File: config.mk
export PLATFORM = sky130hd
export DESIGN_NAME = crc16_hex_line_frame_checker_unit
export DESIGN_NICKNAME = d
export VERILOG_FILES = /design/src/crc16hx_pkg.sv /design/src/crc16hx_in_stage.sv /design/src/crc16hx_frame_core.sv /design/src/crc16hx_out_reg.sv /design/src/crc16_hex_line_frame_checker_unit.sv
export SDC_FILE = /design/constraint.sdc
export NUM_CORES = 1
export LEC_CHECK = 0
export BUFFER_PORTS_ARGS = -buffer_cell sky130_fd_sc_hd__buf_2
export CAP_MARGIN = 20
export CORE_ASPECT_RATIO = 1.25
export CORE_UTILIZATION = 30
export DETAILED_ROUTE_END_ITERATION = 12
export RECOVER_POWER = 25
export SLEW_MARGIN = 20
export SYNTH_ARGS = -nofsm -noshare
export SYNTH_HDL_FRONTEND = slang
export SYNTH_SLANG_ARGS = --single-unit
File: constraint.sdc
create_clock -name clk -period 3.6 [get_ports clk]
set_clock_uncertainty 0.15 [all_clocks]
set_input_delay 0.72 -clock clk [delete_from_list [all_inputs] [get_ports clk]]
set_output_delay 0.72 -clock clk [all_outputs]
set_load 0.05 [all_outputs]
File: src/crc16hx_pkg.sv
// Shared types, codes and CRC helpers for the CRC-16 hex line frame checker.
// No dependencies.
`timescale 1ns / 1ps

package crc16hx_pkg;

    localparam int BYTE_W = 8;
    localparam int CRC_W = 16;
    localparam int LEN_W = 16;
    localparam int STATUS_W = 2;
    localparam int TAIL_LEN = 4;
    localparam int FILL_W = 3;
    localparam int TDATA_W = 32;

    localparam logic [CRC_W-1:0] CRC_INIT = 16'hFFFF;
    localparam logic [CRC_W-1:0] CRC_POLY = 16'hA001;
    localparam logic [BYTE_W-1:0] LINE_END = 8'h0A;
    localparam logic [LEN_W-1:0] LEN_MAX = 16'hFFFF;
    localparam logic [FILL_W-1:0] FILL_FULL = 3'd4;

    typedef enum logic [STATUS_W-1:0] {
        STATUS_GOOD  = 2'd0,
        STATUS_SHORT = 2'd1,
        STATUS_BAD   = 2'd2
    } status_t;

    typedef enum logic {
        KIND_PAYLOAD = 1'b0,
        KIND_STATUS  = 1'b1
    } kind_t;

    typedef struct packed {
        kind_t             item_kind;
        logic [BYTE_W-1:0] payload_byte;
        status_t           frame_status;
        logic [LEN_W-1:0]  payload_length;
    } result_t;

    // Byte-wide reflected CRC-16 update, eight shift/xor steps.
    function automatic logic [CRC_W-1:0] crc_fold(
        input logic [CRC_W-1:0]  crc_in,
        input logic [BYTE_W-1:0] data
    );
        logic [CRC_W-1:0] c;
        c = crc_in ^ {8'h00, data};
        for (int k = 0; k < BYTE_W; k++) begin
            if (c[0])
                c = (c >> 1) ^ CRC_POLY;
            else
                c = c >> 1;
        end
        return c;
    endfunction

    // Uppercase ASCII hex digit for a nibble.
    function automatic logic [BYTE_W-1:0] hex_char(input logic [3:0] nib);
        logic [BYTE_W-1:0] ch;
        if (nib < 4'd10)
            ch = 8'h30 + {4'h0, nib};
        else
            ch = 8'h37 + {4'h0, nib};
        return ch;
    endfunction

endpackage

File: src/crc16hx_in_stage.sv
// Input register for received line bytes.
// Depends on crc16hx_pkg.
`timescale 1ns / 1ps

module crc16hx_in_stage (
    input  logic                            clk,
    input  logic                            rst_n,
    input  logic                            s_valid,
    output logic                            s_ready,
    input  logic [crc16hx_pkg::BYTE_W-1:0] s_byte,
    output logic                            in_valid,
    output logic [crc16hx_pkg::BYTE_W-1:0] in_byte,
    input  logic                            take
);

    logic                            valid_reg;
    logic                            valid_next;
    logic [crc16hx_pkg::BYTE_W-1:0] byte_reg;

    // Slot frees up when the core consumes the held byte this cycle.
    assign s_ready = !valid_reg || take;
    assign valid_next = (s_valid && s_ready) || (valid_reg && !take);

    always_ff @(posedge clk or negedge rst_n)
    begin
        if (!rst_n)
        begin
            valid_reg <= 1'b0;
        end
        else
        begin
            valid_reg <= valid_next;
        end
    end

    always_ff @(posedge clk)
    begin
        if (s_valid && s_ready)
        begin
            byte_reg <= s_byte;
        end
    end

    assign in_valid = valid_reg;
    assign in_byte = byte_reg;

endmodule

File: src/crc16hx_frame_core.sv
// Frame state: CRC accumulator, four-byte delay line, fill and payload count.
// Builds one result per consumed byte where one is due. Depends on crc16hx_pkg.
`timescale 1ns / 1ps

module crc16hx_frame_core (
    input  logic                            clk,
    input  logic                            rst_n,
    input  logic                            in_valid,
    input  logic [crc16hx_pkg::BYTE_W-1:0] in_byte,
    input  logic                            out_free,
    output logic                            take,
    output logic                            res_valid,
    output crc16hx_pkg::result_t            res
);

    logic [crc16hx_pkg::CRC_W-1:0]  crc_reg;
    logic [crc16hx_pkg::CRC_W-1:0]  crc_next;
    logic [crc16hx_pkg::FILL_W-1:0] fill_reg;
    logic [crc16hx_pkg::FILL_W-1:0] fill_next;
    logic [crc16hx_pkg::LEN_W-1:0]  count_reg;
    logic [crc16hx_pkg::LEN_W-1:0]  count_next;
    logic [crc16hx_pkg::BYTE_W-1:0] tail_reg [crc16hx_pkg::TAIL_LEN];

    logic is_end;
    logic is_full;
    logic produces;
    logic digits_ok;

    assign is_end = (in_byte == crc16hx_pkg::LINE_END);
    assign is_full = (fill_reg == crc16hx_pkg::FILL_FULL);
    assign produces = is_end || is_full;
    // A byte that only fills the delay line needs no output slot.
    assign take = in_valid && (!produces || out_free);
    assign res_valid = take && produces;

    // Oldest tail byte holds the most significant hex digit.
    assign digits_ok =
        (tail_reg[0] == crc16hx_pkg::hex_char(crc_reg[15:12])) &&
        (tail_reg[1] == crc16hx_pkg::hex_char(crc_reg[11:8])) &&
        (tail_reg[2] == crc16hx_pkg::hex_char(crc_reg[7:4])) &&
        (tail_reg[3] == crc16hx_pkg::hex_char(crc_reg[3:0]));

    always_comb
    begin
        crc_next = crc_reg;
        fill_next = fill_reg;
        count_next = count_reg;
        res.item_kind = crc16hx_pkg::KIND_PAYLOAD;
        res.payload_byte = tail_reg[0];
        res.frame_status = crc16hx_pkg::STATUS_GOOD;
        res.payload_length = count_reg;
        if (is_end)
        begin
            res.item_kind = crc16hx_pkg::KIND_STATUS;
            res.payload_byte = '0;
            if (!is_full)
                res.frame_status = crc16hx_pkg::STATUS_SHORT;
            else if (!digits_ok)
                res.frame_status = crc16hx_pkg::STATUS_BAD;
            crc_next = crc16hx_pkg::CRC_INIT;
            fill_next = '0;
            count_next = '0;
        end
        else if (is_full)
        begin
            crc_next = crc16hx_pkg::crc_fold(crc_reg, tail_reg[0]);
            if (count_reg != crc16hx_pkg::LEN_MAX)
                count_next = count_reg + 1'b1;
            res.payload_length = count_next;
        end
        else
        begin
            fill_next = fill_reg + 1'b1;
        end
    end

    always_ff @(posedge clk or negedge rst_n)
    begin
        if (!rst_n)
        begin
            crc_reg <= crc16hx_pkg::CRC_INIT;
            fill_reg <= '0;
            count_reg <= '0;
        end
        else if (take)
        begin
            crc_reg <= crc_next;
            fill_reg <= fill_next;
            count_reg <= count_next;
        end
    end

    // Delay line: fill in order, then shift once full.
    always_ff @(posedge clk)
    begin
        if (take && !is_end)
        begin
            if (is_full)
            begin
                for (int k = 0; k < crc16hx_pkg::TAIL_LEN - 1; k++)
                    tail_reg[k] <= tail_reg[k+1];
                tail_reg[crc16hx_pkg::TAIL_LEN-1] <= in_byte;
            end
            else
            begin
                tail_reg[fill_reg[1:0]] <= in_byte;
            end
        end
    end

endmodule

File: src/crc16hx_out_reg.sv
// Result register driving the output stream.
// Depends on crc16hx_pkg.
`timescale 1ns / 1ps

module crc16hx_out_reg (
    input  logic                                clk,
    input  logic                                rst_n,
    input  logic                                res_valid,
    input  crc16hx_pkg::result_t                res,
    output logic                                out_free,
    output logic                                m_valid,
    input  logic                                m_ready,
    output logic [crc16hx_pkg::TDATA_W-1:0]    m_data,
    output logic                                m_user
);

    logic                 valid_reg;
    logic                 valid_next;
    crc16hx_pkg::result_t res_reg;

    assign out_free = !valid_reg || m_ready;
    assign valid_next = res_valid || (valid_reg && !m_ready);

    always_ff @(posedge clk or negedge rst_n)
    begin
        if (!rst_n)
        begin
            valid_reg <= 1'b0;
        end
        else
        begin
            valid_reg <= valid_next;
        end
    end

    always_ff @(posedge clk)
    begin
        if (res_valid)
        begin
            res_reg <= res;
        end
    end

    assign m_valid = valid_reg;
    assign m_user = res_reg.item_kind;
    assign m_data = {6'd0, res_reg.payload_length, res_reg.frame_status,
                     res_reg.payload_byte};

endmodule

File: src/crc16_hex_line_frame_checker_unit.sv
// Top level of the CRC-16 hex line frame checker.
// Depends on crc16hx_pkg, crc16hx_in_stage, crc16hx_frame_core, crc16hx_out_reg.
`timescale 1ns / 1ps

// Takes one received line byte per transfer and holds back the last four bytes
// of each line. Each byte pushed out of that four-byte window is emitted as a
// payload transfer (tuser 0) and folded into a CRC-16/MODBUS. A newline emits
// one status transfer (tuser 1): good when the held four bytes are the CRC in
// uppercase ASCII hex, most significant digit first; short when fewer than four
// bytes preceded the newline; bad otherwise. Bytes still filling the window
// give no output. One byte is taken every cycle while the output is not stalled;
// each byte is captured in the input register and its result is then loaded
// into the result register, with the byte-wide CRC update between the input
// register and the result register. Output stalls hold the pipeline.

module crc16_hex_line_frame_checker_unit (
    input  logic        clk,
    input  logic        rst_n,
    input  logic        s_axis_tvalid,
    output logic        s_axis_tready,
    input  logic [7:0]  s_axis_tdata,   // [7:0] rx_byte
    output logic        m_axis_tvalid,
    input  logic        m_axis_tready,
    // [7:0] payload_byte, [9:8] frame_status, [25:10] payload_length, rest zero
    output logic [31:0] m_axis_tdata,
    output logic        m_axis_tuser    // [0] item_kind
);

    logic                            in_valid;
    logic [crc16hx_pkg::BYTE_W-1:0] in_byte;
    logic                            take;
    logic                            out_free;
    logic                            res_valid;
    crc16hx_pkg::result_t            res;

    crc16hx_in_stage u_in (
        .clk      (clk),
        .rst_n    (rst_n),
        .s_valid  (s_axis_tvalid),
        .s_ready  (s_axis_tready),
        .s_byte   (s_axis_tdata),
        .in_valid (in_valid),
        .in_byte  (in_byte),
        .take     (take)
    );

    crc16hx_frame_core u_core (
        .clk       (clk),
        .rst_n     (rst_n),
        .in_valid  (in_valid),
        .in_byte   (in_byte),
        .out_free  (out_free),
        .take      (take),
        .res_valid (res_valid),
        .res       (res)
    );

    crc16hx_out_reg u_out (
        .clk       (clk),
        .rst_n     (rst_n),
        .res_valid (res_valid),
        .res       (res),
        .out_free  (out_free),
        .m_valid   (m_axis_tvalid),
        .m_ready   (m_axis_tready),
        .m_data    (m_axis_tdata),
        .m_user    (m_axis_tuser)
    );

endmodule

==> summary.txt, run 1 <==
Clock tree
  • Resized cells post-CTS: 0
  • Clock sinks: 104
  • Htree depth: 3
  • CTS Hold Bufs: 0
  • Clk buf depth: 2
  • TritonCTS clock tree: yes
  • Later-pin clock latency in the skew report: 370 ps
  • Clock transition at path regs: 70 ps
  • CTS buffer count: 9
  • Post-CTS setup buffer count: 0
  • CTS Root Cell: clkbuf_16

Placed design
  • Area post-placement: a little under 6000 um^2
  • HPWL Detailed: 8890 um
  • Dpl cells: 733
  • Port bufs: 40
  • Pre-CTS WS: 697 ps
  • GP Congestion: 0.873

Finish
  • Non-filler cells, final: 749
  • Largest register FFs: 32
  • Multi-input gate area: about 2300 um^2
  • Fillcell total: 1766
  • Fin area: 6180 um^2
  • Register area: roughly 3000 um^2
  • Most frequent cells in the layout: edfxtp_1, a21oi_1, nor2_1, buf_2
  • # diodes: 0
  • Layout cells sized above 1: 21.7%
  • Fin nets: 539
  • Commonest non-fill, non-tap cell in the layout: edfxtp_1
  • Area delta synth->final: 12.8%

STA
  • Fmax: around 0.33 GHz
  • Final Hold Fails: 0
  • Setup-failing EPs final: 0
  • WHS: 376 ps
  • Worst rel slew slack: -45.4%
  • Setup TNS: 0 ps
  • Crit share post-route: 84.5%
  • Worst slew pin tran: 2180 ps
  • Pins Over Slew Limit: 38
  • PnR worst setup slack: 558 ps
  • RSZ-0062 raised after global routing: no
  • Min Tclk post-route: 3040 ps

Die
  • Die Y: around 150 um
  • Io pins: 47
  • Core area: 17700 um^2
  • Initial core utilization: 31.0%
  • Die area: 18800 um^2
  • Die width: approximately 120 um
  • # rows: 54

Critical path
  • CP endpoint kind: output port
  • CP dominant cell by count: nand2_1
  • Slowest stage delay, CP: around 480 ps
  • CP required: roughly 2700 ps
  • R2r endpoint: u_core.tail_reg[2][4]$_DFFE_PP_
  • CP Launch Point: u_core.fill_reg[0]$_DFFE_PN0P_
  • R2R Setup Slk: 700 ps
  • Critical path's top delay family: simple AND/OR/NAND/NOR gates
  • Worst-case reg-to-reg path depth: 6
  • CP Class: flip-flop to output port
  • CP Max Fanout: 13
  • CP bufs+invs: 2
  • Nature of the critical path startpoint: flip-flop
  • Crit path cell chain: inv_1 -> ha_1 -> nand2_1 -> nand2_1 -> nand3_1 -> buf_2
  • Reg2Reg Launch Point: u_core.fill_reg[0]$_DFFE_PN0P_
  • Worst Path Arrival: 2170 ps
  • Slowest CP cell: dfrtp_1

Run status
  • Status: finished, violations left
  • Failing checks: capacitance limit, slew limit

Global routing
  • Vias in the first global route: approximately 3800
  • Gr usage total: 13.9%
  • Antenna violations before repair: 0
  • First-pass GRT wire length: 20000 um
  • Pin count of the biggest net entering global routing: 38
  • Total gr overflow: 0

Logic synthesis
  • Simple-Gate Fraction of Synth Area: around 14%
  • Yosys warns: 0
  • Synth Area per Inst: 11.3 um^2
  • Ys flop type: edfxtp_1
  • Post-synthesis compound-gate area fraction: 12.3%
  • Yosys cell types: 57
  • #FFs+latches synth: 104
  • EDFF count, synth: 67
  • Adder-Cell Fraction of Synth Area: 1.60%
  • Post-synthesis sequential area ratio: 54.0%
  • Synthesized instance count: 486
  • Post-synth ARST share: 35.6%
  • Main combinational cell family by area after synthesis: simple AND/OR/NAND/NOR gates
  • Mux contribution to synthesized area: under 10%
  • Synth Area in XOR/XNOR: under 10%
  • Syn Std Cell Area: 5480 um^2

Hold path
  • Origin of the worst min-delay path: s_axis_tdata[2]
  • Hold Crit Class: primary input to flip-flop
  • Hold Path Stages: 1
  • Hold Path End: u_in.in_byte[2]$_DFFE_PP_

Route
  • DR vias/cell: 5.03
  • Avg WL per Cell: 16.4 um
  • Drt first-iter violations: about 260
  • Vias post-DR: 3765
  • Router iterations before antenna repair: 4
  • # DRC: 0
  • Post-Route WL: 12300 um
  • Antenna viol nets, final: 0

Pwr
  • P_leak: 2.32 nW
  • Peak VDD IR: 0.328 mV
  • PD cells: approximately 900 nW/um^2

Job
  • Max-Cap Viols: 1
worst max path at each step:
stage	end	slack (ps)	depth (start not counted)
final	s_axis_tready	560	6
after CTS	s_axis_tready	590	6
after global routing	s_axis_tready	450	6
after global placement	u_out.m_data[9]$_SDFFCE_PN0P_	850	8
after detailed placement	u_core.tail_reg[2][4]$_DFFE_PP_	700	6
after floorplan	u_core.tail_reg[3][0]$_DFFE_PP_	1130	7
cells in the mapped netlist (4+ instances only):
| cell | number | area, um^2 |
|---|---|---|
| edfxtp_1 | 67 | 2010 |
| a21oi_1 | 40 | 200 |
| nor2_1 | 33 | 124 |
| nand2_1 | 30 | 113 |
| o21ai_0 | 30 | 150 |
| mux2_2 | 27 | 304 |
| xnor2_1 | 25 | 219 |
| dfrtp_1 | 21 | 526 |
| xor2_1 | 19 | 166 |
| clkbuf_1 | 16 | 60.1 |
| dfstp_2 | 16 | 420 |
| inv_1 | 15 | 56.3 |
| a31oi_1 | 11 | 68.8 |
| nand3_1 | 11 | 55.1 |
| and2_1 | 10 | 62.6 |
| nand2b_1 | 10 | 62.6 |
| nor3_1 | 10 | 50.1 |
| nor2b_1 | 8 | 50.1 |
| buf_4 | 7 | 52.6 |
| ha_1 | 7 | 87.6 |
| and3_1 | 5 | 31.3 |
| buf_2 | 5 | 25.0 |
| nand4_1 | 5 | 31.3 |
| o31ai_1 | 5 | 37.5 |
| nor4_1 | 4 | 25.0 |
through the flow:
step                      power, mW  utilization, %
after floorplan                4.03               -
after global placement         4.50            33.3
after detailed placement       4.56            33.3
after CTS                      5.60            35.0
after global routing           5.90            34.9
final                          5.56            34.9
where the power goes:
part           internal, mW  total [mW]  switching, mW  leakage [nW]
logic                  1.06        2.34           1.29          1.09
registers              1.77        2.18          0.416          1.08
clock network         0.549        1.03          0.479         0.146
area by class of cell:
type                    instances  area share (%)
clock buffers                   9            3.64
repair buffers                 46            3.82
inverters                      15           0.910
multi-input cells             344            38.0
flip-flops and latches        104            47.8
well taps                     224            4.53
clock inverters                 7            1.27
cell families after synthesis:
| family | Yosys count |
|---|---|
| compound gates | 110 |
| xor+xnor | 48 |
| fa+ha+maj | 7 |
| buf+inv | 43 |
| flops | 104 |
| mux | 30 |
| other cells | 1 |
| simple gates | 143 |
layer usage:
| layer | wire length [um] | up-vias | global-route usage [%] |
|---|---|---|---|
| li1 | - | 1815 | - |
| met1 | 5680 | 1853 | 18.2 |
| met2 | 5860 | 80 | 22.3 |
| met3 | 465 | 17 | 2.39 |
| met4 | 265 | 0 | 5.92 |
| met5 | 0 | - | 0 |
Power figures use the tool's default switching activity.
==> inputs of run 2 (changes only) <==
==> constraint.sdc (replaced) <==
create_clock -name clk -period 3.15 [get_ports clk]
set_clock_uncertainty 0.15 [all_clocks]
set_input_delay 0.63 -clock clk [delete_from_list [all_inputs] [get_ports clk]]
set_output_delay 0.63 -clock clk [all_outputs]
set_load 0.05 [all_outputs]
==> run 2 against run 1 <==
Effect of this change: the run still ends with capacitance limit, slew limit left; count of clock-buffer cells in the layout stayed put; cell area increased by 0.93%; combinational power rose by 16%; routed wire length fell by 2.9%; register-to-register slack got worse by 200 ps; sequential share of layout area decreased by 0.44 points; highest routed layer unchanged.
==> summary.txt, run 2 (synthesis gave the netlist of run 1 again) <==
Route
  • Avg WL per Cell: around 16 um
  • Drt first-iter violations: around 280
  • Router iterations before antenna repair: 5
  • Vias post-DR: 3822
  • Antenna viol nets, final: 0
  • DR vias/cell: between 5 and 6
  • Post-Route WL: 11900 um
  • # DRC: 0

Finish
  • Fillcell total: around 1800
  • Commonest non-fill, non-tap cell in the layout: edfxtp_1
  • # diodes: 0
  • Largest register FFs: 32
  • Fin area: 6240 um^2
  • Layout cells sized above 1: 22.7%
  • Most frequent cells in the layout: edfxtp_1, a21oi_1, nor2_1, buf_2
  • Layout Utilization: 35.3%
  • Fin nets: approximately 550
  • Area delta synth->final: 13.9%

Hold path
  • Hold Path Stages: 1
  • Hold Crit Class: primary input to flip-flop
  • Origin of the worst min-delay path: s_axis_tdata[2]
  • Hold Path End: u_in.in_byte[2]$_DFFE_PP_

STA
  • Worst slew pin tran: 2090 ps
  • RSZ-0062 raised after global routing: no
  • Worst rel slew slack: -39.2%
  • Min Tclk post-route: 2870 ps
  • PnR worst setup slack: 275 ps
  • Fmax: between 0.3 and 0.4 GHz
  • Final Hold Fails: 0
  • Crit share post-route: 91.3%
  • Setup-failing EPs final: 0
  • Pins Over Slew Limit: 38
  • Setup TNS: 0 ps

Pwr
  • Register share of total power: between 30 and 40%
  • Internal power: 3.88 mW
  • Psw: 2.48 mW
  • Peak VDD IR: 0.420 mV
  • P_leak: ~2.4 nW
  • Logic pwr share: a little over two fifths
  • Sw Ratio: about two fifths
  • PD cells: 1020 nW/um^2
  • Clock share of power: 18.3%

Die
  • Die width: around 120 um
  • Initial core utilization: a little under a third
  • Core area: ~18000 um^2
  • Io pins: 47
  • Die Y: 153 um
  • # rows: 54
  • Die area: ~19000 um^2

Placed design
  • Pre-CTS WS: 501 ps
  • Area post-placement: 5940 um^2
  • HPWL Detailed: 8660 um
  • Port bufs: 40
  • GP Congestion: just under 0.9

Critical path
  • Nature of the critical path startpoint: flip-flop
  • R2r endpoint: u_core.tail_reg[0][2]$_DFFE_PP_
  • Worst path depth: 6
  • CP dominant cell by count: nand2_1
  • CP Class: flip-flop to output port
  • Worst Path Arrival: 2090 ps
  • CP Max Fanout: 13
  • Slowest stage delay, CP: 480 ps
  • R2R Setup Slk: ~500 ps
  • Slowest CP cell: dfrtp_1
  • CP required: 2370 ps
  • Reg2Reg Launch Point: u_core.fill_reg[0]$_DFFE_PN0P_
  • Crit path cell chain: inv_1 -> ha_1 -> nand2_1 -> nand2_1 -> nand3_1 -> buf_2
  • CP bufs+invs: 2
  • Critical path's top delay family: simple AND/OR/NAND/NOR gates
  • Worst-case reg-to-reg path depth: 7
  • CP endpoint kind: output port

Run status
  • Failing checks: capacitance limit, slew limit
  • Status: finished, violations left

Clock tree
  • CTS buffer count: 9
  • TritonCTS clock tree: yes
  • Later-pin clock latency in the skew report: 350 ps
  • CTS Root Cell: clkbuf_16
  • Resized cells post-CTS: 0
  • Htree depth: 3
  • Clock transition at path regs: 80 ps
  • Clock sinks: 104
  • Post-CTS setup buffer count: 0
  • Clk buf depth: 2
  • CTS Hold Bufs: 0

Job
  • Max-Cap Viols: 1

Global routing
  • Antenna violations before repair: 0
  • Vias in the first global route: 3783
  • Pin count of the biggest net entering global routing: 38
  • Total gr overflow: 0
  • First-pass GRT wire length: 19200 um
  • Gr usage total: 13.0%
## run 2: cell count changes in the layout (fill, tap and decap cells not counted), sizes merged
| cell | before | now |
|---|---|---|
| clkinv | 1 | 2 |
| inv | 18 | 19 |
| buf | 39 | 46 |
| clkinvlp | 2 | 0 |
## run 2: cell type report
type / instances / area [um^2] / share of cell area (%)
Clock buffer: 9 / 225 / 3.61
Clock inverter: 7 / 83.8 / 1.34
Inverter: 15 / 56.3 / 0.902
Multi-Input combinational cell: 344 / 2350 / 37.6
Sequential cell: 104 / 2960 / 47.4
Tap cell: 224 / 280 / 4.49
Timing Repair Buffer: 53 / 289 / 4.63
## run 2: stage by stage
stage / power (mW) / hold slack [ps] / cells
global placement: 5.16 / 355 / 740
CTS: 6.40 / 281 / 756
floorplan: 4.60 / 184 / 491
global route: 6.72 / 293 / 756
detailed placement: 5.21 / 368 / 740
finish: 6.36 / 299 / 756
## run 2: worst max-delay path by stage
| stage | endpoint | from |
|---|---|---|
| after floorplan | u_core.tail_reg[3][0]$_DFFE_PP_ | u_core.fill_reg[0]$_DFFE_PN0P_ |
| after global placement | u_out.m_data[10]$_DFFE_PP_ | u_in.in_byte[6]$_DFFE_PP_ |
| after detailed placement | u_core.tail_reg[0][1]$_DFFE_PP_ | u_core.fill_reg[0]$_DFFE_PN0P_ |
| after CTS | s_axis_tready | u_core.fill_reg[0]$_DFFE_PN0P_ |
| after global routing | s_axis_tready | u_core.fill_reg[0]$_DFFE_PN0P_ |
| final | s_axis_tready | u_core.fill_reg[0]$_DFFE_PN0P_ |
## run 2: power groups by stage
stage	Clock (mW)	Combinational, mW	Sequential (mW)
after floorplan	0	2.15	2.46
after global placement	0	2.68	2.48
after detailed placement	0	2.71	2.50
after CTS	1.19	2.73	2.48
after global routing	1.23	2.95	2.54
final	1.17	2.71	2.49
## run 2: metal layers
| layer | up-vias | share of wire, % | wire [um] | track usage, % |
|---|---|---|---|---|
| met5 | - | 0 | 0 | 0 |
| met2 | 91 | 49 | 5870 | 21.4 |
| li1 | 1828 | - | - | - |
| met1 | 1889 | 45 | 5360 | 16.8 |
| met4 | 0 | 1.8 | 216 | 4.99 |
| met3 | 14 | 3.9 | 469 | 2.43 |
==> inputs of run 3 (changes only) <==
--- a/config.mk
+++ b/config.mk
@@ -5,10 +5,11 @@
 export SDC_FILE = /design/constraint.sdc
 export NUM_CORES = 1
 export LEC_CHECK = 0
-export BUFFER_PORTS_ARGS = -buffer_cell sky130_fd_sc_hd__buf_2
+export BUFFER_PORTS_ARGS = -buffer_cell sky130_fd_sc_hd__buf_4
 export CAP_MARGIN = 20
 export CORE_ASPECT_RATIO = 1.25
 export CORE_UTILIZATION = 30
+export CTS_CLUSTER_SIZE = 12
 export DETAILED_ROUTE_END_ITERATION = 12
 export RECOVER_POWER = 25
 export SLEW_MARGIN = 20
==> run 3 against run 2 <==
Effect of this change: power shrank 1.1%; critical endpoint unchanged; count of clock-buffer cells in the layout grew 1; fmax shrank 0.39%; the run still ends with capacitance limit, slew limit left; non-clock buffer count shrank 3; register-to-register slack improved by 40 ps; sequential share of layout area shrank 0.26 points; sequential cell count unchanged; first-iteration DRC count fell by 27%; highest routed layer unchanged.
==> summary.txt, run 3 (synthesis gave the netlist of run 1 again) <==
Finish
  • # diodes: 0
  • Area delta synth->final: 14.5%
  • Commonest non-fill, non-tap cell in the layout: edfxtp_1
  • Layout cells sized above 1: between 20% and 30%
  • Layout Utilization: 35.5%
  • Multi-input gate area: between 2000 and 2500 um^2
  • Most frequent cells in the layout: edfxtp_1, a21oi_1, buf_4
  • Fin nets: 543
  • Register area: 2960 um^2
  • Fillcell total: 1780
  • Largest register FFs: 32

Critical path
  • Critical path's top delay family: simple AND/OR/NAND/NOR gates
  • Worst Path Arrival: around 2100 ps
  • R2R Setup Slk: 540 ps
  • CP Max Fanout: 9
  • R2r endpoint: u_out.m_data[23]$_DFFE_PP_
  • Worst-case reg-to-reg path depth: 8
  • Nature of the critical path startpoint: flip-flop
  • CP dominant cell by count: nand2_1
  • Reg2Reg Launch Point: u_core.fill_reg[0]$_DFFE_PN0P_
  • Crit path cell chain: nor4b_1 -> nand2_1 -> nand2_1 -> nand3_1 -> buf_4
  • CP required: 2370 ps
  • CP bufs+invs: 1
  • Slowest stage delay, CP: about 500 ps
  • CP Launch Point: u_in.in_byte[0]$_DFFE_PP_
  • CP endpoint kind: output port
  • Slowest CP cell: edfxtp_1
  • CP Class: flip-flop to output port

STA
  • Min Tclk post-route: 2890 ps
  • Crit share post-route: 91.6%
  • Final Hold Fails: 0
  • Setup TNS: 0 ps
  • Worst rel slew slack: -42.4%
  • Pins Over Slew Limit: 38
  • Fmax: ~0.35 GHz
  • Setup-failing EPs final: 0
  • Worst slew pin tran: ~2100 ps
  • RSZ-0062 raised after global routing: no

Global routing
  • Antenna violations before repair: 0
  • Total gr overflow: 0
  • First-pass GRT wire length: slightly above 20000 um
  • Pin count of the biggest net entering global routing: 39
  • Gr usage total: 14.3%
  • Vias in the first global route: ~3900

Clock tree
  • Htree depth: 3
  • Resized cells post-CTS: 0
  • Clock sinks: 104
  • TritonCTS clock tree: yes
  • CTS Root Cell: clkbuf_16
  • Clk buf depth: 2
  • CTS buffer count: 9
  • CTS Hold Bufs: 0
  • Post-CTS setup buffer count: 0
  • Later-pin clock latency in the skew report: 360 ps
  • Clock transition at path regs: 70 ps

Route
  • Router iterations before antenna repair: 4
  • DR vias/cell: 5.11
  • Avg WL per Cell: 16.9 um
  • # DRC: 0
  • Antenna viol nets, final: 0
  • Vias post-DR: 3847
  • Post-Route WL: 12700 um
  • Drt first-iter violations: between 200 and 250

Hold path
  • Origin of the worst min-delay path: s_axis_tdata[0]
  • Hold Crit Class: primary input to flip-flop
  • Hold Path End: u_in.in_byte[0]$_DFFE_PP_
  • Hold Path Stages: 1

Placed design
  • HPWL Detailed: 9190 um
  • Port bufs: 40
  • GP Congestion: 0.867

Run status
  • Failing checks: capacitance limit, slew limit
  • Status: finished, violations left

Pwr
  • Peak VDD IR: between 0.5 and 0.6 mV
  • PD cells: ~1000 nW/um^2
  • P_leak: approximately 2.3 nW

Die
  • Io pins: 47
  • Die width: 123 um
  • Die area: roughly 19000 um^2
  • Core area: around 18000 um^2
  • # rows: 54
  • Initial core utilization: 31.0%
  • Die Y: 153 um

Job
  • Max-Cap Viols: 1
## run 3: area by class of cell
type	instances	area share, %
Inverter	15	0.897
Timing Repair Buffer	50	5.76
Tap cell	224	4.46
Clock buffer	10	3.65
Multi-Input combinational cell	344	37.4
Sequential cell	104	47.1
Clock inverter	6	0.678
## run 3: through the flow
| step | setup slack (ps) | power [mW] | cells | hold WS, ps | instance area (um^2) |
|---|---|---|---|---|---|
| 4_1_cts | 278 | 6.34 | 753 | 114 | 6300 |
| 6_report | 264 | 6.29 | 753 | 318 | 6280 |
| 5_1_grt | 94.1 | 6.67 | 753 | 306 | 6280 |
| 3_5_place_dp | 571 | 5.27 | 737 | 364 | 6030 |
| 3_3_place_gp | 663 | 5.19 | 737 | 351 | 6030 |
| 2_1_floorplan | 684 | 4.60 | 491 | 184 | 5500 |
## run 3: how the worst max path moves through the flow
stage,endpoint,slack (ps),cells after the start
2_1_floorplan,u_core.tail_reg[3][0]$_DFFE_PP_,680,7
3_3_place_gp,u_core.tail_reg[2][0]$_DFFE_PP_,660,7
3_5_place_dp,u_core.tail_reg[2][0]$_DFFE_PP_,570,7
4_1_cts,s_axis_tready,280,5
5_1_grt,s_axis_tready,90,5
6_report,s_axis_tready,260,5
## run 3: metal layers
metal,up-vias,part of all wire (%),GRT usage [%]
met1,1908,46,19.1
met4,0,2.4,5.46
met3,21,3.9,3.32
met2,92,47,22.2
li1,1826,-,-
met5,-,0,0
## run 3: where the power goes
| group | total [mW] | leakage (nW) | internal (mW) | switching (mW) |
|---|---|---|---|---|
| combinational | 2.73 | 1.14 | 1.26 | 1.47 |
| clock | 1.05 | 0.129 | 0.539 | 0.512 |
| sequential | 2.51 | 1.08 | 2.02 | 0.493 |
